## src/sv/qmae_pkg.sv

```systemverilog
`timescale 1ns / 1ps
`default_nettype none
// ----------------------------------------------------------------------------
// qmae_pkg
// Shared types, codes and probability tables of the QM binary arithmetic
// encoder.
// ----------------------------------------------------------------------------
package qmae_pkg;

    localparam int CONTEXTS_DEF = 4096;
    localparam int CTX_IN_W     = 12;
    localparam int CTX_W        = 16;
    localparam int NSTATES      = 113;
    localparam int Q_DEPTH      = 2;

    localparam logic [1:0] OP_CTX     = 2'd0;
    localparam logic [1:0] OP_DIRECT  = 2'd1;
    localparam logic [1:0] OP_FLUSH   = 2'd2;
    localparam logic [1:0] OP_RESTART = 2'd3;

    localparam logic [1:0] KIND_BYTE     = 2'd0;
    localparam logic [1:0] KIND_ZERO_RUN = 2'd1;
    localparam logic [1:0] KIND_PAIR_RUN = 2'd2;

    localparam logic [16:0] A_INIT    = 17'h10000;
    localparam logic [16:0] A_HALF    = 17'h08000;
    localparam logic [3:0]  CT_INIT   = 4'd11;
    localparam logic [3:0]  CT_BYTE   = 4'd8;
    localparam logic [27:0] C_LOW_MSK = 28'h007ffff;

    typedef struct packed {
        logic [1:0]       op;
        logic             sym;
        logic [CTX_W-1:0] ctx;
        logic [14:0]      prob;
        logic             mps;
    } qmae_entry_t;

    typedef enum logic [0:0] {
        FR_IDLE,
        FR_MOD
    } qmae_front_state_t;

    typedef enum logic [3:0] {
        CS_CLEAR,
        CS_IDLE,
        CS_READ,
        CS_CODE,
        CS_RENORM,
        CS_BO_A,
        CS_BO_B,
        CS_BO_C,
        CS_FL0,
        CS_FL1,
        CS_FL2,
        CS_FL3,
        CS_FL4,
        CS_FL5,
        CS_FIN
    } qmae_core_state_t;

    localparam logic [14:0] QE_TAB [NSTATES] = '{
        15'h5a1d, 15'h2586, 15'h1114, 15'h080b, 15'h03d8, 15'h01da, 15'h00e5, 15'h006f,
        15'h0036, 15'h001a, 15'h000d, 15'h0006, 15'h0003, 15'h0001, 15'h5a7f, 15'h3f25,
        15'h2cf2, 15'h207c, 15'h17b9, 15'h1182, 15'h0cef, 15'h09a1, 15'h072f, 15'h055c,
        15'h0406, 15'h0303, 15'h0240, 15'h01b1, 15'h0144, 15'h00f5, 15'h00b7, 15'h008a,
        15'h0068, 15'h004e, 15'h003b, 15'h002c, 15'h5ae1, 15'h484c, 15'h3a0d, 15'h2ef1,
        15'h261f, 15'h1f33, 15'h19a8, 15'h1518, 15'h1177, 15'h0e74, 15'h0bfb, 15'h09f8,
        15'h0861, 15'h0706, 15'h05cd, 15'h04de, 15'h040f, 15'h0363, 15'h02d4, 15'h025c,
        15'h01f8, 15'h01a4, 15'h0160, 15'h0125, 15'h00f6, 15'h00cb, 15'h00ab, 15'h008f,
        15'h5b12, 15'h4d04, 15'h412c, 15'h37d8, 15'h2fe8, 15'h293c, 15'h2379, 15'h1edf,
        15'h1aa9, 15'h174e, 15'h1424, 15'h119c, 15'h0f6b, 15'h0d51, 15'h0bb6, 15'h0a40,
        15'h5832, 15'h4d1c, 15'h438e, 15'h3bdd, 15'h34ee, 15'h2eae, 15'h299a, 15'h2516,
        15'h5570, 15'h4ca9, 15'h44d9, 15'h3e22, 15'h3824, 15'h32b4, 15'h2e17, 15'h56a8,
        15'h4f46, 15'h47e5, 15'h41cf, 15'h3c3d, 15'h375e, 15'h5231, 15'h4c0f, 15'h4639,
        15'h415e, 15'h5627, 15'h50e7, 15'h4b85, 15'h5597, 15'h504f, 15'h5a10, 15'h5522,
        15'h59eb
    };

    localparam logic [6:0] NLPS_TAB [NSTATES] = '{
        7'd1,   7'd14,  7'd16,  7'd18,  7'd20,  7'd23,  7'd25,  7'd28,  7'd30,  7'd33,
        7'd35,  7'd9,   7'd10,  7'd12,  7'd15,  7'd36,  7'd38,  7'd39,  7'd40,  7'd42,
        7'd43,  7'd45,  7'd46,  7'd48,  7'd49,  7'd51,  7'd52,  7'd54,  7'd56,  7'd57,
        7'd59,  7'd60,  7'd62,  7'd63,  7'd32,  7'd33,  7'd37,  7'd64,  7'd65,  7'd67,
        7'd68,  7'd69,  7'd70,  7'd72,  7'd73,  7'd74,  7'd75,  7'd77,  7'd78,  7'd79,
        7'd48,  7'd50,  7'd50,  7'd51,  7'd52,  7'd53,  7'd54,  7'd55,  7'd56,  7'd57,
        7'd58,  7'd59,  7'd61,  7'd61,  7'd65,  7'd80,  7'd81,  7'd82,  7'd83,  7'd84,
        7'd86,  7'd87,  7'd87,  7'd72,  7'd72,  7'd74,  7'd74,  7'd75,  7'd77,  7'd77,
        7'd80,  7'd88,  7'd89,  7'd90,  7'd91,  7'd92,  7'd93,  7'd86,  7'd88,  7'd95,
        7'd96,  7'd97,  7'd99,  7'd99,  7'd93,  7'd95,  7'd101, 7'd102, 7'd103, 7'd104,
        7'd99,  7'd105, 7'd106, 7'd107, 7'd103, 7'd105, 7'd108, 7'd109, 7'd110, 7'd111,
        7'd110, 7'd112, 7'd112
    };

    localparam logic [6:0] NMPS_TAB [NSTATES] = '{
        7'd1,   7'd2,   7'd3,   7'd4,   7'd5,   7'd6,   7'd7,   7'd8,   7'd9,   7'd10,
        7'd11,  7'd12,  7'd13,  7'd13,  7'd15,  7'd16,  7'd17,  7'd18,  7'd19,  7'd20,
        7'd21,  7'd22,  7'd23,  7'd24,  7'd25,  7'd26,  7'd27,  7'd28,  7'd29,  7'd30,
        7'd31,  7'd32,  7'd33,  7'd34,  7'd35,  7'd9,   7'd37,  7'd38,  7'd39,  7'd40,
        7'd41,  7'd42,  7'd43,  7'd44,  7'd45,  7'd46,  7'd47,  7'd48,  7'd49,  7'd50,
        7'd51,  7'd52,  7'd53,  7'd54,  7'd55,  7'd56,  7'd57,  7'd58,  7'd59,  7'd60,
        7'd61,  7'd62,  7'd63,  7'd32,  7'd65,  7'd66,  7'd67,  7'd68,  7'd69,  7'd70,
        7'd71,  7'd72,  7'd73,  7'd74,  7'd75,  7'd76,  7'd77,  7'd78,  7'd79,  7'd48,
        7'd81,  7'd82,  7'd83,  7'd84,  7'd85,  7'd86,  7'd87,  7'd71,  7'd89,  7'd90,
        7'd91,  7'd92,  7'd93,  7'd94,  7'd86,  7'd96,  7'd97,  7'd98,  7'd99,  7'd100,
        7'd93,  7'd102, 7'd103, 7'd104, 7'd99,  7'd106, 7'd107, 7'd103, 7'd109, 7'd107,
        7'd111, 7'd109, 7'd111
    };

    localparam logic SWITCH_TAB [NSTATES] = '{
        1'b1, 1'b0, 1'b0, 1'b0, 1'b0, 1'b0, 1'b0, 1'b0, 1'b0, 1'b0,
        1'b0, 1'b0, 1'b0, 1'b0, 1'b1, 1'b0, 1'b0, 1'b0, 1'b0, 1'b0,
        1'b0, 1'b0, 1'b0, 1'b0, 1'b0, 1'b0, 1'b0, 1'b0, 1'b0, 1'b0,
        1'b0, 1'b0, 1'b0, 1'b0, 1'b0, 1'b0, 1'b1, 1'b0, 1'b0, 1'b0,
        1'b0, 1'b0, 1'b0, 1'b0, 1'b0, 1'b0, 1'b0, 1'b0, 1'b0, 1'b0,
        1'b0, 1'b0, 1'b0, 1'b0, 1'b0, 1'b0, 1'b0, 1'b0, 1'b0, 1'b0,
        1'b0, 1'b0, 1'b0, 1'b0, 1'b1, 1'b0, 1'b0, 1'b0, 1'b0, 1'b0,
        1'b0, 1'b0, 1'b0, 1'b0, 1'b0, 1'b0, 1'b0, 1'b0, 1'b0, 1'b0,
        1'b1, 1'b0, 1'b0, 1'b0, 1'b0, 1'b0, 1'b0, 1'b0, 1'b1, 1'b0,
        1'b0, 1'b0, 1'b0, 1'b0, 1'b0, 1'b1, 1'b0, 1'b0, 1'b0, 1'b0,
        1'b0, 1'b0, 1'b0, 1'b0, 1'b0, 1'b1, 1'b0, 1'b0, 1'b0, 1'b0,
        1'b1, 1'b0, 1'b1
    };

endpackage
`default_nettype wire

```

## src/sv/qmae_queue.sv

```systemverilog
`timescale 1ns / 1ps
`default_nettype none
// ----------------------------------------------------------------------------
// qmae_queue
// Short FIFO of classified commands between the front end and the coder.
// ----------------------------------------------------------------------------
module qmae_queue
    import qmae_pkg::*;
(
    input  wire logic        aclk,
    input  wire logic        aresetn,
    input  wire logic        push,
    input  wire qmae_entry_t push_entry,
    output logic             full,
    input  wire logic        pop,
    output logic             valid,
    output qmae_entry_t      head
);

    localparam int PW = $clog2(Q_DEPTH);
    localparam int CW = $clog2(Q_DEPTH + 1);

    qmae_entry_t     slot_reg [Q_DEPTH];
    logic [PW-1:0]   wr_ptr_reg, wr_ptr_next;
    logic [PW-1:0]   rd_ptr_reg, rd_ptr_next;
    logic [CW-1:0]   count_reg, count_next;
    logic            do_push, do_pop;

    assign full    = (count_reg == CW'(Q_DEPTH));
    assign valid   = (count_reg != '0);
    assign head    = slot_reg[rd_ptr_reg];
    assign do_push = push && !full;
    assign do_pop  = pop && valid;

    always_comb begin
        wr_ptr_next = wr_ptr_reg;
        rd_ptr_next = rd_ptr_reg;
        count_next  = count_reg;
        if (do_push) begin
            wr_ptr_next = (wr_ptr_reg == PW'(Q_DEPTH - 1)) ? '0 : wr_ptr_reg + 1'b1;
        end
        if (do_pop) begin
            rd_ptr_next = (rd_ptr_reg == PW'(Q_DEPTH - 1)) ? '0 : rd_ptr_reg + 1'b1;
        end
        if (do_push && !do_pop) begin
            count_next = count_reg + 1'b1;
        end else if (do_pop && !do_push) begin
            count_next = count_reg - 1'b1;
        end
    end

    always_ff @(posedge aclk) begin
        if (!aresetn) begin
            wr_ptr_reg <= '0;
            rd_ptr_reg <= '0;
            count_reg  <= '0;
        end else begin
            wr_ptr_reg <= wr_ptr_next;
            rd_ptr_reg <= rd_ptr_next;
            count_reg  <= count_next;
        end
    end

    always_ff @(posedge aclk) begin
        if (do_push) begin
            slot_reg[wr_ptr_reg] <= push_entry;
        end
    end

endmodule
`default_nettype wire

```

## config.mk

```make
export PLATFORM = sky130hd
export DESIGN_NAME = qmae_queue
export DESIGN_NICKNAME = d
export VERILOG_FILES = /design/src/sv/qmae_pkg.sv /design/src/sv/qmae_queue.sv
export SDC_FILE = /design/constraint.sdc
export NUM_CORES = 1
export LEC_CHECK = 0
export BUFFER_PORTS_ARGS = -buffer_cell sky130_fd_sc_hd__clkbuf_2
export CORE_MARGIN = 4
export CORE_UTILIZATION = 46
export DETAILED_ROUTE_END_ITERATION = 8
export GPL_TIMING_DRIVEN = 0
export PLACE_DENSITY = 0.73
export SLEW_MARGIN = 0
export SYNTH_ARGS = -nofsm -noshare
export SYNTH_HDL_FRONTEND = slang
export SYNTH_SLANG_ARGS = --single-unit
```

## constraint.sdc

```tcl
create_clock -name aclk -period 2.4 [get_ports aclk]
set_input_delay 0.6 -clock aclk [delete_from_list [all_inputs] [get_ports aclk]]
set_output_delay 0.6 -clock aclk [all_outputs]
set_load 0.03 [all_outputs]
```

==> impl_metrics.json <==
{
  "dpl_cell_area_sq_mm": 0.003261,
  "drt_iter0_drc": 43,
  "slew_headroom_pct": 37.23,
  "path_class": "reg2out",
  "grt_pass1_wl_mm": 7.617,
  "worst_r2r_path_depth": 4,
  "fill_cells": 428,
  "holdPathEnd": "slot_reg[0][27]$_DFFE_PP_",
  "synth-seq-cells": 75,
  "synth_top_family_by_area": "multiplexers",
  "cp-start-kind": "flop",
  "cp_max_fo": 10,
  "final_area_sq_mm": 0.003538,
  "r2r-start": "count_reg[0]$_SDFFE_PN0P_",
  "route.met2.wl_mm": 2.328,
  "io_pins": 76,
  "clock_latency_ns": 0.33,
  "multi_input_area_sq_um": 530.5,
  "antenna_found_initial": 0,
  "top_layer_used": "met4",
  "cts_made_buffers": 9,
  "vias": 1445,
  "finalCritPeriodShare_pct": 91.65,
  "grt_max_degree": 36,
  "cts_tree": "yes",
  "syn_to_final_growth_pct": 28.20,
  "synth-simple-area-share_pct": 2.085,
  "totalWireLength_mm": 4.668,
  "core_sq_mm": 0.005675,
  "path_clk_slew_ns": 0.08,
  "antenna_left": 0,
  "drtPass1Iterations": 4,
  "rsz0062_at_grt": "false",
  "wl_per_cell_um": 15.72,
  "worst_slew_pin_slew_ns": 0.9385,
  "hold_path_class": "in2reg",
  "hold_slack_ns": 0.4530,
  "synth-compound-area-share_pct": 1.179,
  "max_freq_mhz": 454.6,
  "initial_core_util_pct": 48.63,
  "run_status": "finished, final reports clean",
  "clockRootBuffer": "clkbuf_8",
  "nets": 261,
  "fin_setup_tns_ns": 0,
  "post_cts_buffers": 0,
  "yosys-mux-area-fraction_pct": 14.28,
  "grt_pass1_vias": 1601,
  "met3WireLength_um": 286,
  "wl_met1_mm": 1.964,
  "die_h_um": 85.46,
  "min-delay-start": "push_entry[27]",
  "finalSetupViolCount": 0,
  "r2r-end": "slot_reg[0][19]$_DFFE_PP_",
  "final_hold_viol_count": 0,
  "die_w_um": 85.46,
  "synth.distinct_cells": 22,
  "cp.arrival_ns": 1.60,
  "route.detailed.drc": 0,
  "synth_adder_area_share_pct": 0.4533,
  "synth_xor_xnor_area_share_pct": 0.9519,
  "syn_nets": 174,
  "dp.final_hpwl_mm": 3.215,
  "rows": 27,
  "die_area_sq_mm": 0.007303,
  "cts.path.max_buffers": 2,
  "layout-drive-gt1-share_pct": 59.11,
  "endpoint_kind": "primary output",
  "ir_worst_vdd_v": 0.0006865,
  "via_per_inst": 4.865,
  "hold_buffers": 0,
  "ff2ff_setup_slack_ns": 0.48,
  "drv_cap": 0,
  "grt_overflow": 0,
  "clock_skew_ns": 0.007859,
  "yosys_warnings": 0,
  "whs_path_depth": 1,
  "htreeDepth": 3,
  "cts.sinks": 75,
  "diodes": 0,
  "finalMaxSlewViolations": 0,
  "syn_inst": 134,
  "synth-seq-area-share_pct": 79.78,
  "leakage_nw": 1.369,
  "timing.final.crit_period_ns": 2.200,
  "seq_area_sq_mm": 0.002202,
  "syn-cell-area_sq_mm": 0.002760,
  "grt_usage_pct": 13.87,
  "largest_reg_flops": 70,
  "globalplace.congestion": 0.6633,
  "required_ns": 1.80,
  "io_buffers": 75,
  "powerDensity_mw_per_mm2": 1217,
  "cts-resized-gates": 0,
  "postSynthAreaPerCell_sq_um": 20.60
}
## area by class of cell
class                      count  share of cell area (%)
sequential                    75                   62.23
buffer                         4                  0.7779
multi-input combinational     53                   14.99
tap                           72                   2.546
clock buffer                  10                   3.607
timing repair buffer          76                   11.39
clock inverter                 5                   4.243
inverter                       2                  0.2122
## cells by family after synthesis
kind of cell             count (synthesis)
buffers and inverters                    6
AO/OA/AOI/OAI                            5
AND/OR/NAND/NOR                          9
XOR/XNOR                                 3
adder cells (fa/ha/maj)                  1
multiplexers                            35
flip-flops                              75
## critical path: stages (launching register included)
cell and delay, ns:
dfxtp_1 0.30, buf_2 0.20, buf_4 0.23, mux2_2 0.36, clkbuf_2 0.18
## report_power, final
part           internal (W)  switching [W]  leakage [nW]  total, W
registers           0.00165      0.0000530         0.695   0.00170
logic              0.000476       0.000813         0.538   0.00129
clock network      0.000896       0.000422         0.137   0.00132
## cell usage in the layout (no fill, tap or decap), types with 2 or more instances in the layout
cell type	n
clkbuf_8	9
dfxtp_1	5
mux2_2	35
xnor2_1	2
and2_1	3
edfxtp_1	70
bufinv_16	5
buf_4	3
clkbuf_2	75
## routing by layer
metal  vias to the layer above  GRT usage, %
li1                        695             -
met2                        52         22.67
met5                         -             0
met1                       687         16.78
met3                        11         3.689
met4                         0         7.338
## how the worst max path moves through the flow
stage	endpoint	start	slack, ns
global placement	slot_reg[0][7]$_DFFE_PP_	push	-0.16
global route	head[6]	flop	0.11
CTS	head[30]	flop	0.16
floorplan	slot_reg[0][0]$_DFFE_PP_	push	0.42
finish	head[13]	flop	0.20
detailed placement	slot_reg[0][6]$_DFFE_PP_	push	0.24
## cell usage after synthesis
master,number,area [sq um]
or3_1,1,6.260
xnor2_1,2,17.52
inv_1,1,3.750
mux2_2,35,394.1
nor3_2,1,10.01
a21boi_1,1,7.510
or2_2,1,6.260
nor2_1,1,3.750
edfxtp_1,70,2102
o21ai_1,1,5.000
a21boi_0,1,7.510
inv_2,1,3.750
ha_1,1,12.51
and2_1,3,18.77
dfxtp_1,5,100.1
nand2b_1,1,6.260
o21a_1,1,7.510
buf_2,1,5.000
o21ai_0,1,5.000
xor2_1,1,8.760
and3_1,1,6.260
buf_4,3,22.52
## metrics by stage
stage / worst slack, ns / instances / power [W] / utilization [%]
CTS: 0.1576 / 297 / 0.004366 / 62.35
finish: 0.2005 / 297 / 0.004306 / 62.35
floorplan: 0.4190 / 134 / 0.002670 / -
global placement: -0.1613 / 281 / 0.002997 / 56.94
global route: 0.1114 / 297 / 0.004507 / 62.35
detailed placement: 0.2417 / 282 / 0.003043 / 57.45
(Power assumes the default switching activity.)
