==> config.mk <==
export PLATFORM = sky130hd
export DESIGN_NAME = qmae_front
export DESIGN_NICKNAME = d
export VERILOG_FILES = /design/src/sv/qmae_pkg.sv /design/src/sv/qmae_front.sv
export SDC_FILE = /design/constraint.sdc
export NUM_CORES = 1
export LEC_CHECK = 0
export ABC_AREA = 1
export CAP_MARGIN = 10
export CORE_AREA = 5 5 42 44
export CTS_BUF_LIST = sky130_fd_sc_hd__clkbuf_16
export DETAILED_ROUTE_END_ITERATION = 12
export DIE_AREA = 0 0 47 49
export DONT_BUFFER_PORTS = 1
export PLACE_DENSITY = 0.56
export SYNTH_ARGS = -nofsm -noshare
export SYNTH_HDL_FRONTEND = slang
export SYNTH_SLANG_ARGS = --single-unit
==> constraint.sdc <==
create_clock -name aclk -period 1.44 [get_ports aclk]
set_clock_uncertainty 0.1 [all_clocks]
set_input_delay 0.144 -clock aclk [delete_from_list [all_inputs] [get_ports aclk]]
set_output_delay 0.144 -clock aclk [all_outputs]
set_load 0.01 [all_outputs]
==> src/sv/qmae_pkg.sv <==
`timescale 1ns / 1ps
`default_nettype none
// ----------------------------------------------------------------------------
// qmae_pkg
// Shared types, codes and probability tables of the QM binary arithmetic
// encoder.
// ----------------------------------------------------------------------------
package qmae_pkg;

    localparam int CONTEXTS_DEF = 4096;
    localparam int CTX_IN_W     = 12;
    localparam int CTX_W        = 16;
    localparam int NSTATES      = 113;
    localparam int Q_DEPTH      = 2;

    localparam logic [1:0] OP_CTX     = 2'd0;
    localparam logic [1:0] OP_DIRECT  = 2'd1;
    localparam logic [1:0] OP_FLUSH   = 2'd2;
    localparam logic [1:0] OP_RESTART = 2'd3;

    localparam logic [1:0] KIND_BYTE     = 2'd0;
    localparam logic [1:0] KIND_ZERO_RUN = 2'd1;
    localparam logic [1:0] KIND_PAIR_RUN = 2'd2;

    localparam logic [16:0] A_INIT    = 17'h10000;
    localparam logic [16:0] A_HALF    = 17'h08000;
    localparam logic [3:0]  CT_INIT   = 4'd11;
    localparam logic [3:0]  CT_BYTE   = 4'd8;
    localparam logic [27:0] C_LOW_MSK = 28'h007ffff;

    typedef struct packed {
        logic [1:0]       op;
        logic             sym;
        logic [CTX_W-1:0] ctx;
        logic [14:0]      prob;
        logic             mps;
    } qmae_entry_t;

    typedef enum logic [0:0] {
        FR_IDLE,
        FR_MOD
    } qmae_front_state_t;

    typedef enum logic [3:0] {
        CS_CLEAR,
        CS_IDLE,
        CS_READ,
        CS_CODE,
        CS_RENORM,
        CS_BO_A,
        CS_BO_B,
        CS_BO_C,
        CS_FL0,
        CS_FL1,
        CS_FL2,
        CS_FL3,
        CS_FL4,
        CS_FL5,
        CS_FIN
    } qmae_core_state_t;

    localparam logic [14:0] QE_TAB [NSTATES] = '{
        15'h5a1d, 15'h2586, 15'h1114, 15'h080b, 15'h03d8, 15'h01da, 15'h00e5, 15'h006f,
        15'h0036, 15'h001a, 15'h000d, 15'h0006, 15'h0003, 15'h0001, 15'h5a7f, 15'h3f25,
        15'h2cf2, 15'h207c, 15'h17b9, 15'h1182, 15'h0cef, 15'h09a1, 15'h072f, 15'h055c,
        15'h0406, 15'h0303, 15'h0240, 15'h01b1, 15'h0144, 15'h00f5, 15'h00b7, 15'h008a,
        15'h0068, 15'h004e, 15'h003b, 15'h002c, 15'h5ae1, 15'h484c, 15'h3a0d, 15'h2ef1,
        15'h261f, 15'h1f33, 15'h19a8, 15'h1518, 15'h1177, 15'h0e74, 15'h0bfb, 15'h09f8,
        15'h0861, 15'h0706, 15'h05cd, 15'h04de, 15'h040f, 15'h0363, 15'h02d4, 15'h025c,
        15'h01f8, 15'h01a4, 15'h0160, 15'h0125, 15'h00f6, 15'h00cb, 15'h00ab, 15'h008f,
        15'h5b12, 15'h4d04, 15'h412c, 15'h37d8, 15'h2fe8, 15'h293c, 15'h2379, 15'h1edf,
        15'h1aa9, 15'h174e, 15'h1424, 15'h119c, 15'h0f6b, 15'h0d51, 15'h0bb6, 15'h0a40,
        15'h5832, 15'h4d1c, 15'h438e, 15'h3bdd, 15'h34ee, 15'h2eae, 15'h299a, 15'h2516,
        15'h5570, 15'h4ca9, 15'h44d9, 15'h3e22, 15'h3824, 15'h32b4, 15'h2e17, 15'h56a8,
        15'h4f46, 15'h47e5, 15'h41cf, 15'h3c3d, 15'h375e, 15'h5231, 15'h4c0f, 15'h4639,
        15'h415e, 15'h5627, 15'h50e7, 15'h4b85, 15'h5597, 15'h504f, 15'h5a10, 15'h5522,
        15'h59eb
    };

    localparam logic [6:0] NLPS_TAB [NSTATES] = '{
        7'd1,   7'd14,  7'd16,  7'd18,  7'd20,  7'd23,  7'd25,  7'd28,  7'd30,  7'd33,
        7'd35,  7'd9,   7'd10,  7'd12,  7'd15,  7'd36,  7'd38,  7'd39,  7'd40,  7'd42,
        7'd43,  7'd45,  7'd46,  7'd48,  7'd49,  7'd51,  7'd52,  7'd54,  7'd56,  7'd57,
        7'd59,  7'd60,  7'd62,  7'd63,  7'd32,  7'd33,  7'd37,  7'd64,  7'd65,  7'd67,
        7'd68,  7'd69,  7'd70,  7'd72,  7'd73,  7'd74,  7'd75,  7'd77,  7'd78,  7'd79,
        7'd48,  7'd50,  7'd50,  7'd51,  7'd52,  7'd53,  7'd54,  7'd55,  7'd56,  7'd57,
        7'd58,  7'd59,  7'd61,  7'd61,  7'd65,  7'd80,  7'd81,  7'd82,  7'd83,  7'd84,
        7'd86,  7'd87,  7'd87,  7'd72,  7'd72,  7'd74,  7'd74,  7'd75,  7'd77,  7'd77,
        7'd80,  7'd88,  7'd89,  7'd90,  7'd91,  7'd92,  7'd93,  7'd86,  7'd88,  7'd95,
        7'd96,  7'd97,  7'd99,  7'd99,  7'd93,  7'd95,  7'd101, 7'd102, 7'd103, 7'd104,
        7'd99,  7'd105, 7'd106, 7'd107, 7'd103, 7'd105, 7'd108, 7'd109, 7'd110, 7'd111,
        7'd110, 7'd112, 7'd112
    };

    localparam logic [6:0] NMPS_TAB [NSTATES] = '{
        7'd1,   7'd2,   7'd3,   7'd4,   7'd5,   7'd6,   7'd7,   7'd8,   7'd9,   7'd10,
        7'd11,  7'd12,  7'd13,  7'd13,  7'd15,  7'd16,  7'd17,  7'd18,  7'd19,  7'd20,
        7'd21,  7'd22,  7'd23,  7'd24,  7'd25,  7'd26,  7'd27,  7'd28,  7'd29,  7'd30,
        7'd31,  7'd32,  7'd33,  7'd34,  7'd35,  7'd9,   7'd37,  7'd38,  7'd39,  7'd40,
        7'd41,  7'd42,  7'd43,  7'd44,  7'd45,  7'd46,  7'd47,  7'd48,  7'd49,  7'd50,
        7'd51,  7'd52,  7'd53,  7'd54,  7'd55,  7'd56,  7'd57,  7'd58,  7'd59,  7'd60,
        7'd61,  7'd62,  7'd63,  7'd32,  7'd65,  7'd66,  7'd67,  7'd68,  7'd69,  7'd70,
        7'd71,  7'd72,  7'd73,  7'd74,  7'd75,  7'd76,  7'd77,  7'd78,  7'd79,  7'd48,
        7'd81,  7'd82,  7'd83,  7'd84,  7'd85,  7'd86,  7'd87,  7'd71,  7'd89,  7'd90,
        7'd91,  7'd92,  7'd93,  7'd94,  7'd86,  7'd96,  7'd97,  7'd98,  7'd99,  7'd100,
        7'd93,  7'd102, 7'd103, 7'd104, 7'd99,  7'd106, 7'd107, 7'd103, 7'd109, 7'd107,
        7'd111, 7'd109, 7'd111
    };

    localparam logic SWITCH_TAB [NSTATES] = '{
        1'b1, 1'b0, 1'b0, 1'b0, 1'b0, 1'b0, 1'b0, 1'b0, 1'b0, 1'b0,
        1'b0, 1'b0, 1'b0, 1'b0, 1'b1, 1'b0, 1'b0, 1'b0, 1'b0, 1'b0,
        1'b0, 1'b0, 1'b0, 1'b0, 1'b0, 1'b0, 1'b0, 1'b0, 1'b0, 1'b0,
        1'b0, 1'b0, 1'b0, 1'b0, 1'b0, 1'b0, 1'b1, 1'b0, 1'b0, 1'b0,
        1'b0, 1'b0, 1'b0, 1'b0, 1'b0, 1'b0, 1'b0, 1'b0, 1'b0, 1'b0,
        1'b0, 1'b0, 1'b0, 1'b0, 1'b0, 1'b0, 1'b0, 1'b0, 1'b0, 1'b0,
        1'b0, 1'b0, 1'b0, 1'b0, 1'b1, 1'b0, 1'b0, 1'b0, 1'b0, 1'b0,
        1'b0, 1'b0, 1'b0, 1'b0, 1'b0, 1'b0, 1'b0, 1'b0, 1'b0, 1'b0,
        1'b1, 1'b0, 1'b0, 1'b0, 1'b0, 1'b0, 1'b0, 1'b0, 1'b1, 1'b0,
        1'b0, 1'b0, 1'b0, 1'b0, 1'b0, 1'b1, 1'b0, 1'b0, 1'b0, 1'b0,
        1'b0, 1'b0, 1'b0, 1'b0, 1'b0, 1'b1, 1'b0, 1'b0, 1'b0, 1'b0,
        1'b1, 1'b0, 1'b1
    };

endpackage
`default_nettype wire

==> src/sv/qmae_front.sv <==
`timescale 1ns / 1ps
`default_nettype none
// ----------------------------------------------------------------------------
// qmae_front
// Input front end: takes commands, reduces the context index to the
// context store's range and queues the command for the coder.
// ----------------------------------------------------------------------------
module qmae_front
    import qmae_pkg::*;
#(
    parameter int CONTEXTS = CONTEXTS_DEF
) (
    input  wire logic        aclk,
    input  wire logic        aresetn,
    input  wire logic        in_valid,
    output logic             in_ready,
    input  wire qmae_entry_t in_entry,
    input  wire logic        clear_busy,
    output logic             push,
    output qmae_entry_t      push_entry,
    input  wire logic        q_full
);

    localparam int AW = $clog2(CONTEXTS);
    // Only a non power of two smaller than the index range needs a true remainder.
    localparam bit MOD_NEEDED = (CONTEXTS < (1 << CTX_IN_W)) &&
                                ((CONTEXTS & (CONTEXTS - 1)) != 0);
    localparam int SH    = CTX_IN_W + AW;
    localparam int MUL_W = CTX_IN_W + 2;
    // reciprocal rounded up gives the exact quotient for every index
    localparam logic [MUL_W-1:0] RECIP =
        MUL_W'(((longint'(1) << SH) + longint'(CONTEXTS) - 1) / longint'(CONTEXTS));
    localparam logic [CTX_IN_W-1:0] CTX_N = CTX_IN_W'(CONTEXTS);

    qmae_front_state_t          state_reg, state_next;
    qmae_entry_t                entry_reg, entry_next;
    logic [CTX_IN_W-1:0]        sh_reg, sh_next;
    logic [CTX_IN_W-1:0]        quo_reg, quo_next;
    logic [AW-1:0]              rem_reg, rem_next;
    logic [1:0]                 cnt_reg, cnt_next;
    logic [MUL_W+CTX_IN_W-1:0]  prod;
    logic [CTX_IN_W-1:0]        diff;
    logic                       accept, mod_done;
    logic [AW-1:0]              direct_addr;
    qmae_entry_t                direct_entry;

    assign direct_addr = AW'(in_entry.ctx[CTX_IN_W-1:0]);
    assign accept      = in_valid && in_ready;
    assign mod_done    = (cnt_reg == 2'd2);
    assign prod        = {{MUL_W{1'b0}}, sh_reg} * {{CTX_IN_W{1'b0}}, RECIP};
    assign diff        = sh_reg - quo_reg * CTX_N;

    always_comb begin
        direct_entry     = in_entry;
        direct_entry.ctx = CTX_W'(direct_addr);
    end

    always_comb begin
        state_next = state_reg;
        unique case (state_reg)
            FR_IDLE: begin
                if (accept && MOD_NEEDED && in_entry.op == OP_CTX) begin
                    state_next = FR_MOD;
                end
            end
            FR_MOD: begin
                if (mod_done && !q_full) begin
                    state_next = FR_IDLE;
                end
            end
            default: state_next = FR_IDLE;
        endcase
    end

    always_comb begin
        in_ready   = 1'b0;
        push       = 1'b0;
        push_entry = direct_entry;
        entry_next = entry_reg;
        sh_next    = sh_reg;
        quo_next   = quo_reg;
        rem_next   = rem_reg;
        cnt_next   = cnt_reg;
        unique case (state_reg)
            FR_IDLE: begin
                in_ready = !q_full && !clear_busy;
                if (accept) begin
                    if (MOD_NEEDED && in_entry.op == OP_CTX) begin
                        entry_next = in_entry;
                        sh_next    = in_entry.ctx[CTX_IN_W-1:0];
                        rem_next   = '0;
                        cnt_next   = '0;
                    end else begin
                        push = 1'b1;
                    end
                end
            end
            FR_MOD: begin
                if (cnt_reg == 2'd0) begin
                    // quotient by reciprocal multiply, remainder in the next cycle
                    quo_next = CTX_IN_W'(prod >> SH);
                    cnt_next = 2'd1;
                end else if (cnt_reg == 2'd1) begin
                    rem_next = AW'(diff);
                    cnt_next = 2'd2;
                end else begin
                    push           = !q_full;
                    push_entry     = entry_reg;
                    push_entry.ctx = CTX_W'(rem_reg);
                end
            end
            default: ;
        endcase
    end

    always_ff @(posedge aclk) begin
        if (!aresetn) begin
            state_reg <= FR_IDLE;
            cnt_reg   <= '0;
        end else begin
            state_reg <= state_next;
            cnt_reg   <= cnt_next;
        end
    end

    always_ff @(posedge aclk) begin
        entry_reg <= entry_next;
        sh_reg    <= sh_next;
        quo_reg   <= quo_next;
        rem_reg   <= rem_next;
    end

endmodule
`default_nettype wire

==> impl_metrics.ini, run 1 <==
[outcome]
outcome = finished clean

[setup_path]
r2r_slack_ns = 0.60
cp_max_fo = 7
rr_startpoint = cnt_reg[1]
ff2ff_path_depth = 5
slowest_delay_ns = 0.36
cp.required_ns = 1.20
crit_path_start_kind = flip-flop
critPathTopFamily = simple AND/OR/NAND/NOR gates
end_kind = output pin
cp_cell_sequence = nor3_1
crit_type = reg2out
cp.depth = 1
crit_path_top_delay_cell = nor3_1
cp-startpoint = state_reg
timing.critical_path.buf_inv = 0
arrival_ns = 0.93

[route]
antenna_left = 0
num_vias = 187
wl_per_cell_um = 10.63
route.detailed.drc = 0
wirelength_um = 510
drt_iter0_markers = 1
drtPass1Iterations = 2
vias_per_cell = 3.896

[floorplanning]
design.die.area_sq_mm = 0.002303
start_util = 0.2920
rows = 14
die_w_um = 47
coreArea_sq_mm = 0.001401
io_pins = 77
die_h_um = 49

[global_route]
grt_max_degree = 8
grt_util_all_layers = 0.04648
antenna_found_initial = 0
grt_overflow_total = 0
grt_pass1_vias = 158
grt_pass1_wl_um = 655

[placement]
gp_congestion = 0.6890
port_buffers = 0
hpwl_um = 369.7

[synth]
synth_seq_cells = 3
yosys_warnings = 0
ys_top_cells_by_count = buf_4 (35), inv_1 (5), nand2_1 (5)
netlist_area_sq_um = 409.1
yosysMostFrequentCell = buf_4
async_reset_ff_frac = 0
netlist_instances = 59
avgSynthCellArea_sq_um = 6.935
ys.flop_type = dfxtp_1
synth-edff-count = 0
yosysTopAreaCell = buf_4
synthTopCellsByArea = buf_4 (64%), dfxtp_1 (15%), inv_1 (4.6%), nand2_1 (4.6%), nand3_1 (3.7%)
synth_top_area_share = 0.6422
ys_types = 9
ys_seq_area_frac = 0.1468

[sta]
fin_crit_ns = 1.177
fmax_mhz = 849.8
post-route-period-util = 0.8172
grt_setup_unrepaired = no
finalHoldViolations = 0
setup_viol = 0
fin_setup_tns_ns = 0
slew_violations = 0

[cts]
root_buffer = clkbuf_16
cts_inserted_buffers = 3
clk_path_buf_depth = 2
clk_latency_ns = 0.22
clkTransAtPathRegs_ns = 0.03
cts.repair.resized = 0
cts_tree = done
htreeDepth = 1
clock_sinks = 3

[power]
powerDensity_mw_per_mm2 = 1988
power.leakage_nw = 0.1407
total_power_w = 0.0005298
irDropWorstVdd_mv = 0.3750

[flow_run]
timing.max_cap.violations = 0

[finish]
final_util = 0.1902
n_fill_cell = 161
multi_input_area_sq_um = 78.83
ff_latch_area_sq_um = 60.06
num_antenna_cells = 0
layout-drive-gt1-share = 0.09375
syn_to_final_growth_pct = -34.86
layout.nets = 73
largest_reg_flops = 2

[worst_hold_path]
hold_path_startpoint = aresetn
min_path_type = in2reg
hold-path-cell-count = 4
cells by family (layout without fill, tap and decap cells):
logic type / count (synthesis) / count (layout) / share of synthesized area
buffers and inverters: 40 / 10 / 0.6881
AND/OR/NAND/NOR: 13 / 13 / 0.1315
flip-flops: 3 / 3 / 0.1468
AO/OA/AOI/OAI: 2 / 2 / 0.02447
other: 1 / 4 / 0.009166
timing repair:
item,CTS,global route
buffers inserted,0,0
hold endpoints to repair,2,0
hold buffers,1,0
area by class of cell:
| class | instances | share of cell area |
|---|---|---|
| clock inverters | 1 | 0.01408 |
| repair buffers | 1 | 0.03756 |
| well taps | 16 | 0.07512 |
| clock buffers | 3 | 0.2817 |
| flip-flops and latches | 3 | 0.2254 |
| multi-input cells | 19 | 0.2958 |
| inverters | 5 | 0.07042 |
through the flow:
stage | hold WS (ns) | instance area (sq um) | cells | setup slack [ns]
final | 0.007332 | 266.5 | 48 | 0.2633
after global routing | 0.05686 | 266.5 | 48 | 0.1679
after CTS | 0.01306 | 266.5 | 48 | 0.2565
after detailed placement | 0.1603 | 177.7 | 43 | 0.4952
after global placement | 0.1596 | 177.7 | 43 | 0.4907
after floorplan | 0.1562 | 420.4 | 62 | 0.5400
tightest hold or removal path, stage by stage:
cell,delay [ns]
nand2_1,0.03
inv_1,0.04
nand2_1,0.04
inv_1,0.04
metal layers:
layer  routed length (um)  vias to the layer above  GRT usage
li1                     -                       84          -
met1                  157                       77    0.02637
met2                  174                       18    0.04977
met3                  143                        8    0.05535
met4                   34                        0    0.07834
met5                    0                        -          0
placed cells by master (no fill, tap or decap):
master	netlist	final
dlygate4sd3_1	0	1
a21oi_1	2	2
clkbuf_16	0	3
nor3_1	1	1
nand3_1	3	3
nand2_1	5	5
nor2_1	4	4
conb_1	1	4
dfxtp_1	3	3
inv_1	5	6
final timing paths:
kind / end
max: in_ready
min: state_reg
max reg2reg: state_reg
min reg2reg: cnt_reg[1]
power breakdown:
part           internal [W]             switching (W)
logic            0.00000388                0.00000997
clock network      0.000358                 0.0000744
registers         0.0000837  0.0000000000000000000541
(Power assumes the default switching activity.)
==> inputs of run 2 (changes only) <==
--- a/config.mk
+++ b/config.mk
@@ -5,7 +5,7 @@
 export SDC_FILE = /design/constraint.sdc
 export NUM_CORES = 1
 export LEC_CHECK = 0
-export ABC_AREA = 1
+export ABC_AREA = 0
 export CAP_MARGIN = 10
 export CORE_AREA = 5 5 42 44
 export CTS_BUF_LIST = sky130_fd_sc_hd__clkbuf_16
==> constraint.sdc (replaced) <==
create_clock -name aclk -period 1.14 [get_ports aclk]
set_clock_uncertainty 0.1 [all_clocks]
set_input_delay 0.114 -clock aclk [delete_from_list [all_inputs] [get_ports aclk]]
set_output_delay 0.114 -clock aclk [all_outputs]
set_load 0.01 [all_outputs]
==> run 2 against run 1 <==
The run now ends with setup timing left. Setup slack lost 0.40 ns. Die area is the same. Cell count shrank 10%. Power grew 27%. Critical path type unchanged. Largest cell class is now multi-input combinational cells. First-iteration DRC count grew to 3.0 times the previous value. Largest power group unchanged.
==> impl_metrics.ini, run 2 <==
[power]
power.leakage_nw = 0.1158
swShare = 0.1573
p_sw_w = 0.0001059
power_frac_comb = 0.032
total_power_w = 0.0006730
p_seq_frac = 0.157
clkPwrFrac = 0.811
powerDensity_mw_per_mm2 = 2328
irDropWorstVdd_mv = 0.7955
p_int_w = 0.0005671

[route]
wl_per_cell_um = 11.91
vias_per_cell = 4.372
num_vias = 188
drt_iter0_markers = 3
antenna_left = 0
wirelength_um = 512
drtPass1Iterations = 2
route.detailed.drc = 0

[synth]
yosysMostFrequentCell = buf_4
yosys_warnings = 0
synthTopCellsByArea = buf_4 (66%), dfxtp_1 (15%), a21oi_1 (3.8%), nor2b_1 (3.1%), nand2_1 (2.8%)
synth_seq_cells = 3
async_reset_ff_frac = 0
netlist_area_sq_um = 399.1
ys_seq_area_frac = 0.1505
synth_top_area_share = 0.6583
ys.flop_type = dfxtp_1
netlist_instances = 52
avgSynthCellArea_sq_um = 7.676
ys_top_cells_by_count = buf_4 (35), a21oi_1 (3), dfxtp_1 (3), nand2_1 (3), nor2b_1 (2)
synth-edff-count = 0
ys_types = 11
yosysTopAreaCell = buf_4

[setup_path]
arrival_ns = 1.06
crit_path_start_kind = flip-flop
r2r_slack_ns = 0.26
cp.required_ns = 0.93
ff2ff_path_depth = 3
crit_path_top_delay_cell = or3b_1
timing.critical_path.buf_inv = 0
critPathTopFamily = simple AND/OR/NAND/NOR gates
cp_max_fo = 2
end_kind = output pin
cp.depth = 2
slowest_delay_ns = 0.36
crit_type = reg2out
cp_cell_sequence = or3b_1, a21oi_2

[worst_hold_path]
min_path_type = in2out
hold-path-cell-count = 0

[finish]
layout_commonest_cell = conb_1
num_antenna_cells = 0
layout.nets = 68
largest_reg_flops = 2
final-instance-count-excl-fill = 43
layout-drive-gt1-share = 0.2222
mostFrequentLayoutCells = conb_1 (4), nand2_1 (3), clkbuf_16 (3), dfxtp_1 (3)
post-route-cell-area_sq_um = 289.0
syn_to_final_growth_pct = -27.59

[sta]
finalHoldViolations = 0
setup_ws_ns = -0.1364
whs_ns = 0.1280
fin_crit_ns = 1.276
fmax_mhz = 783.5
slew_violations = 0
setup_viol = 1
grt_setup_unrepaired = yes
post-route-period-util = 1.120

[flow_run]
timing.max_cap.violations = 0

[cts]
root_buffer = clkbuf_16
htreeDepth = 1
cts_tree = done
clk_latency_ns = 0.22
clk_path_buf_depth = 2
clkTransAtPathRegs_ns = 0.03
cts_inserted_buffers = 3
clock_sinks = 3

[floorplanning]
rows = 14
start_util = 0.2848
die_h_um = 49
die_w_um = 47
coreArea_sq_mm = 0.001401
io_pins = 77
design.die.area_sq_mm = 0.002303

[global_route]
grt_overflow_total = 0
grt_util_all_layers = 0.05911
antenna_found_initial = 0
grt_pass1_wl_um = 786
grt_max_degree = 7
grt_pass1_vias = 194

[outcome]
violations = setup timing
outcome = complete, but fails checks

[placement]
gp_congestion = 0.5337
dp_cells = 37
placed_cell_area_sq_um = 178.9
port_buffers = 0
hpwl_um = 354.5
-- run 2: cell type report --
class	count	area, sq um
Multi-Input combinational cell	17	102.6
Clock inverter	1	3.754
Fill cell	165	1112
Clock buffer	3	75.07
Sequential cell	3	60.06
Timing Repair Buffer	3	27.53
Tap cell	16	20.02
-- run 2: what timing repair did --
| action | in CTS | in global routing |
|---|---|---|
| pin swaps | 2 | 0 |
| hold endpoints to repair | 3 | 0 |
| hold buffers | 2 | 0 |
| resized for setup | 1 | 1 |
| cloned | 0 | 0 |
| endpoints found under the setup margin | 2 | 2 |
| buffers inserted | 0 | 0 |
-- run 2: worst paths after layout --
path / from / endpoint
min: in_entry[11] / push_entry[11]
min reg2reg: cnt_reg[0] / cnt_reg[0]
max: state_reg / push
max reg2reg: state_reg / cnt_reg[0]
-- run 2: per-stage QoR --
| stage | TNS (ns) | util | setup WS [ns] |
|---|---|---|---|
| 2_1_floorplan | 0 | - | 0.02547 |
| 3_3_place_gp | 0 | 0.1277 | 0.06015 |
| 3_5_place_dp | 0 | 0.1277 | 0.05195 |
| 4_1_cts | -0.1459 | 0.2018 | -0.1459 |
| 5_1_grt | -0.1808 | 0.2063 | -0.1808 |
| 6_report | -0.1364 | 0.2063 | -0.1364 |
-- run 2: power groups by stage --
stage	clock network (W)	registers (W)	logic, W
after floorplan	0	0.000107	0.000135
after global routing	0.000577	0.000106	0.0000242
after global placement	0	0.000107	0.0000132
after detailed placement	0	0.000107	0.0000132
after CTS	0.000555	0.000106	0.0000204
final	0.000545	0.000106	0.0000217
-- run 2: kinds of logic after synthesis --
| kind of cell | share of synthesized area |
|---|---|
| flip-flops | 0.1505 |
| other | 0.009395 |
| AND/OR/NAND/NOR | 0.1316 |
| buffers and inverters | 0.6583 |
| AO/OA/AOI/OAI | 0.05013 |
-- run 2: per-layer routing --
metal	GRT usage	vias up	wire length, um
met3	0.08118	12	139
met4	0.1106	0	62
met5	0	-	0
li1	-	74	-
met2	0.04525	18	148
met1	0.03947	84	162
==> inputs of run 3 (changes only) <==
--- a/config.mk
+++ b/config.mk
@@ -12,6 +12,7 @@
 export DETAILED_ROUTE_END_ITERATION = 12
 export DIE_AREA = 0 0 47 49
 export DONT_BUFFER_PORTS = 1
+export MAX_ROUTING_LAYER = met4
 export PLACE_DENSITY = 0.56
 export SYNTH_ARGS = -nofsm -noshare
 export SYNTH_HDL_FRONTEND = slang
==> constraint.sdc (replaced) <==
create_clock -name aclk -period 1.14 [get_ports aclk]
set_clock_uncertainty 0.1 [all_clocks]
set_input_delay 0.114 -clock aclk [delete_from_list [all_inputs] [get_ports aclk]]
set_output_delay 0.114 -clock aclk [all_outputs]
set_load 0.1 [all_outputs]
==> run 3 against run 2 <==
The flow still finishes with violations (setup timing). Count of clock-buffer cells in the layout unchanged. Sequential share of layout area down 2.8 points. Clock power up 0.9%. Routed wire length up 11%. Largest cell class unchanged.
==> impl_metrics.ini, run 3 (synthesis results as in run 2) <==
[sta]
setup_viol = 2
post-route-period-util = 1.275
fmax_mhz = 687.9
fin_setup_tns_ns = -0.4072
slew_violations = 0
fin_crit_ns = 1.454
whs_ns = 0.1280
finalHoldViolations = 0
grt_setup_unrepaired = yes
setup_ws_ns = -0.3138

[setup_path]
timing.critical_path.buf_inv = 1
slowest_delay_ns = 0.37
arrival_ns = 1.24
cp_max_fo = 2
critPathTopFamily = simple AND/OR/NAND/NOR gates
ff2ff_path_depth = 3
cp.depth = 3
rr_startpoint = state_reg
cp-startpoint = state_reg
end_kind = output pin
cp.required_ns = 0.93
cp_cell_sequence = or3b_4, a21oi_4, buf_12
crit_type = reg2out
crit_path_top_delay_cell = or3b_4
crit_path_start_kind = flip-flop

[finish]
multi_input_area_sq_um = 112.6
num_antenna_cells = 0
layout.nets = 70
layout-drive-gt1-share = 0.3448
largest_reg_flops = 2
n_fill_cell = 160
ff_latch_area_sq_um = 61.31
final_util = 0.2429
mostFrequentLayoutCells = conb_1 (4), nand2_1 (3), clkbuf_16 (3)
syn_to_final_growth_pct = -14.73
layout_commonest_cell = conb_1
post-route-cell-area_sq_um = 340.3

[placement]
placed_cell_area_sq_um = 241.5
port_buffers = 0
gp_congestion = 0.5803

[route]
drt_iter0_markers = 0
num_vias = 195
antenna_left = 0
drtPass1Iterations = 1
wl_per_cell_um = 12.64
vias_per_cell = 4.333
route.detailed.drc = 0
wirelength_um = 569

[outcome]
violations = setup timing
outcome = complete, but fails checks

[global_route]
grt_util_all_layers = 0.05993
grt_overflow_total = 0
use_met1 = 0.06154
antenna_found_initial = 0
grt_most_used_layer = met4
grt_pass1_vias = 191
grt_max_degree = 7
met2_usage = 0.04525
grt_use_met3 = 0.04797
grt_pass1_wl_um = 883

[floorplanning]
io_pins = 77
start_util = 0.2848
design.die.area_sq_mm = 0.002303
coreArea_sq_mm = 0.001401
die_h_um = 49
rows = 14
die_w_um = 47

[flow_run]
timing.max_cap.violations = 0

[cts]
cts_inserted_buffers = 3
post-cts-setup-buffers = 0
htreeDepth = 1
cts_tree = done
clk_path_buf_depth = 2
clk_latency_ns = 0.22
clock_sinks = 3
cts.repair.resized = 0
root_buffer = clkbuf_16
clkTransAtPathRegs_ns = 0.03

[power]
powerDensity_mw_per_mm2 = 2261
power.leakage_nw = 0.1358
irDropWorstVdd_mv = 0.6501

[worst_hold_path]
hold-path-cell-count = 0
min_path_type = in2out
hold_path_startpoint = in_entry[16]
-- run 3: cell types whose count changed in the layout (fill, tap and decap cells not counted), sizes merged --
cell / previous run / this run
buf: 1 / 3
-- run 3: cell type report --
cell class / count / area share
Timing Repair Buffer: 5 / 0.1985
Tap cell: 16 / 0.05882
Sequential cell: 3 / 0.1801
Clock inverter: 1 / 0.01103
Multi-Input combinational cell: 17 / 0.3309
Clock buffer: 3 / 0.2206
-- run 3: report_power, final --
part           leakage, nW            switching [W]  internal (W)
clock network       0.0423                0.0000980      0.000452
logic               0.0688                0.0000889     0.0000245
registers           0.0247  0.000000000000000000105      0.000106
-- run 3: through the flow --
stage	power (W)	std cells	worst slack, ns
global placement	0.0002128	39	-0.08115
floorplan	0.0007215	55	-0.3609
CTS	0.0007780	45	-0.3214
detailed placement	0.0002130	39	-0.08382
global route	0.0007957	45	-0.3417
finish	0.0007696	45	-0.3138
-- run 3: timing repair --
| item | 4_1_cts | 5_1_grt |
|---|---|---|
| pin swaps | 1 | 0 |
| endpoints found under the setup margin | 2 | 2 |
| hold buffers | 2 | 0 |
| endpoints found under the hold margin | 3 | 0 |
| gates cloned | 0 | 0 |
-- run 3: worst paths after layout --
path	to	slack, ns
max reg2reg	cnt_reg[0]	0.24
min reg2reg	cnt_reg[0]	0.39
max	push	-0.31
min	push_entry[16]	0.13
-- run 3: metal layers --
metal / vias up / wire length, um
met5: - / 0
met2: 20 / 220
met4: 0 / 25
li1: 79 / -
met3: 6 / 118
met1: 90 / 204
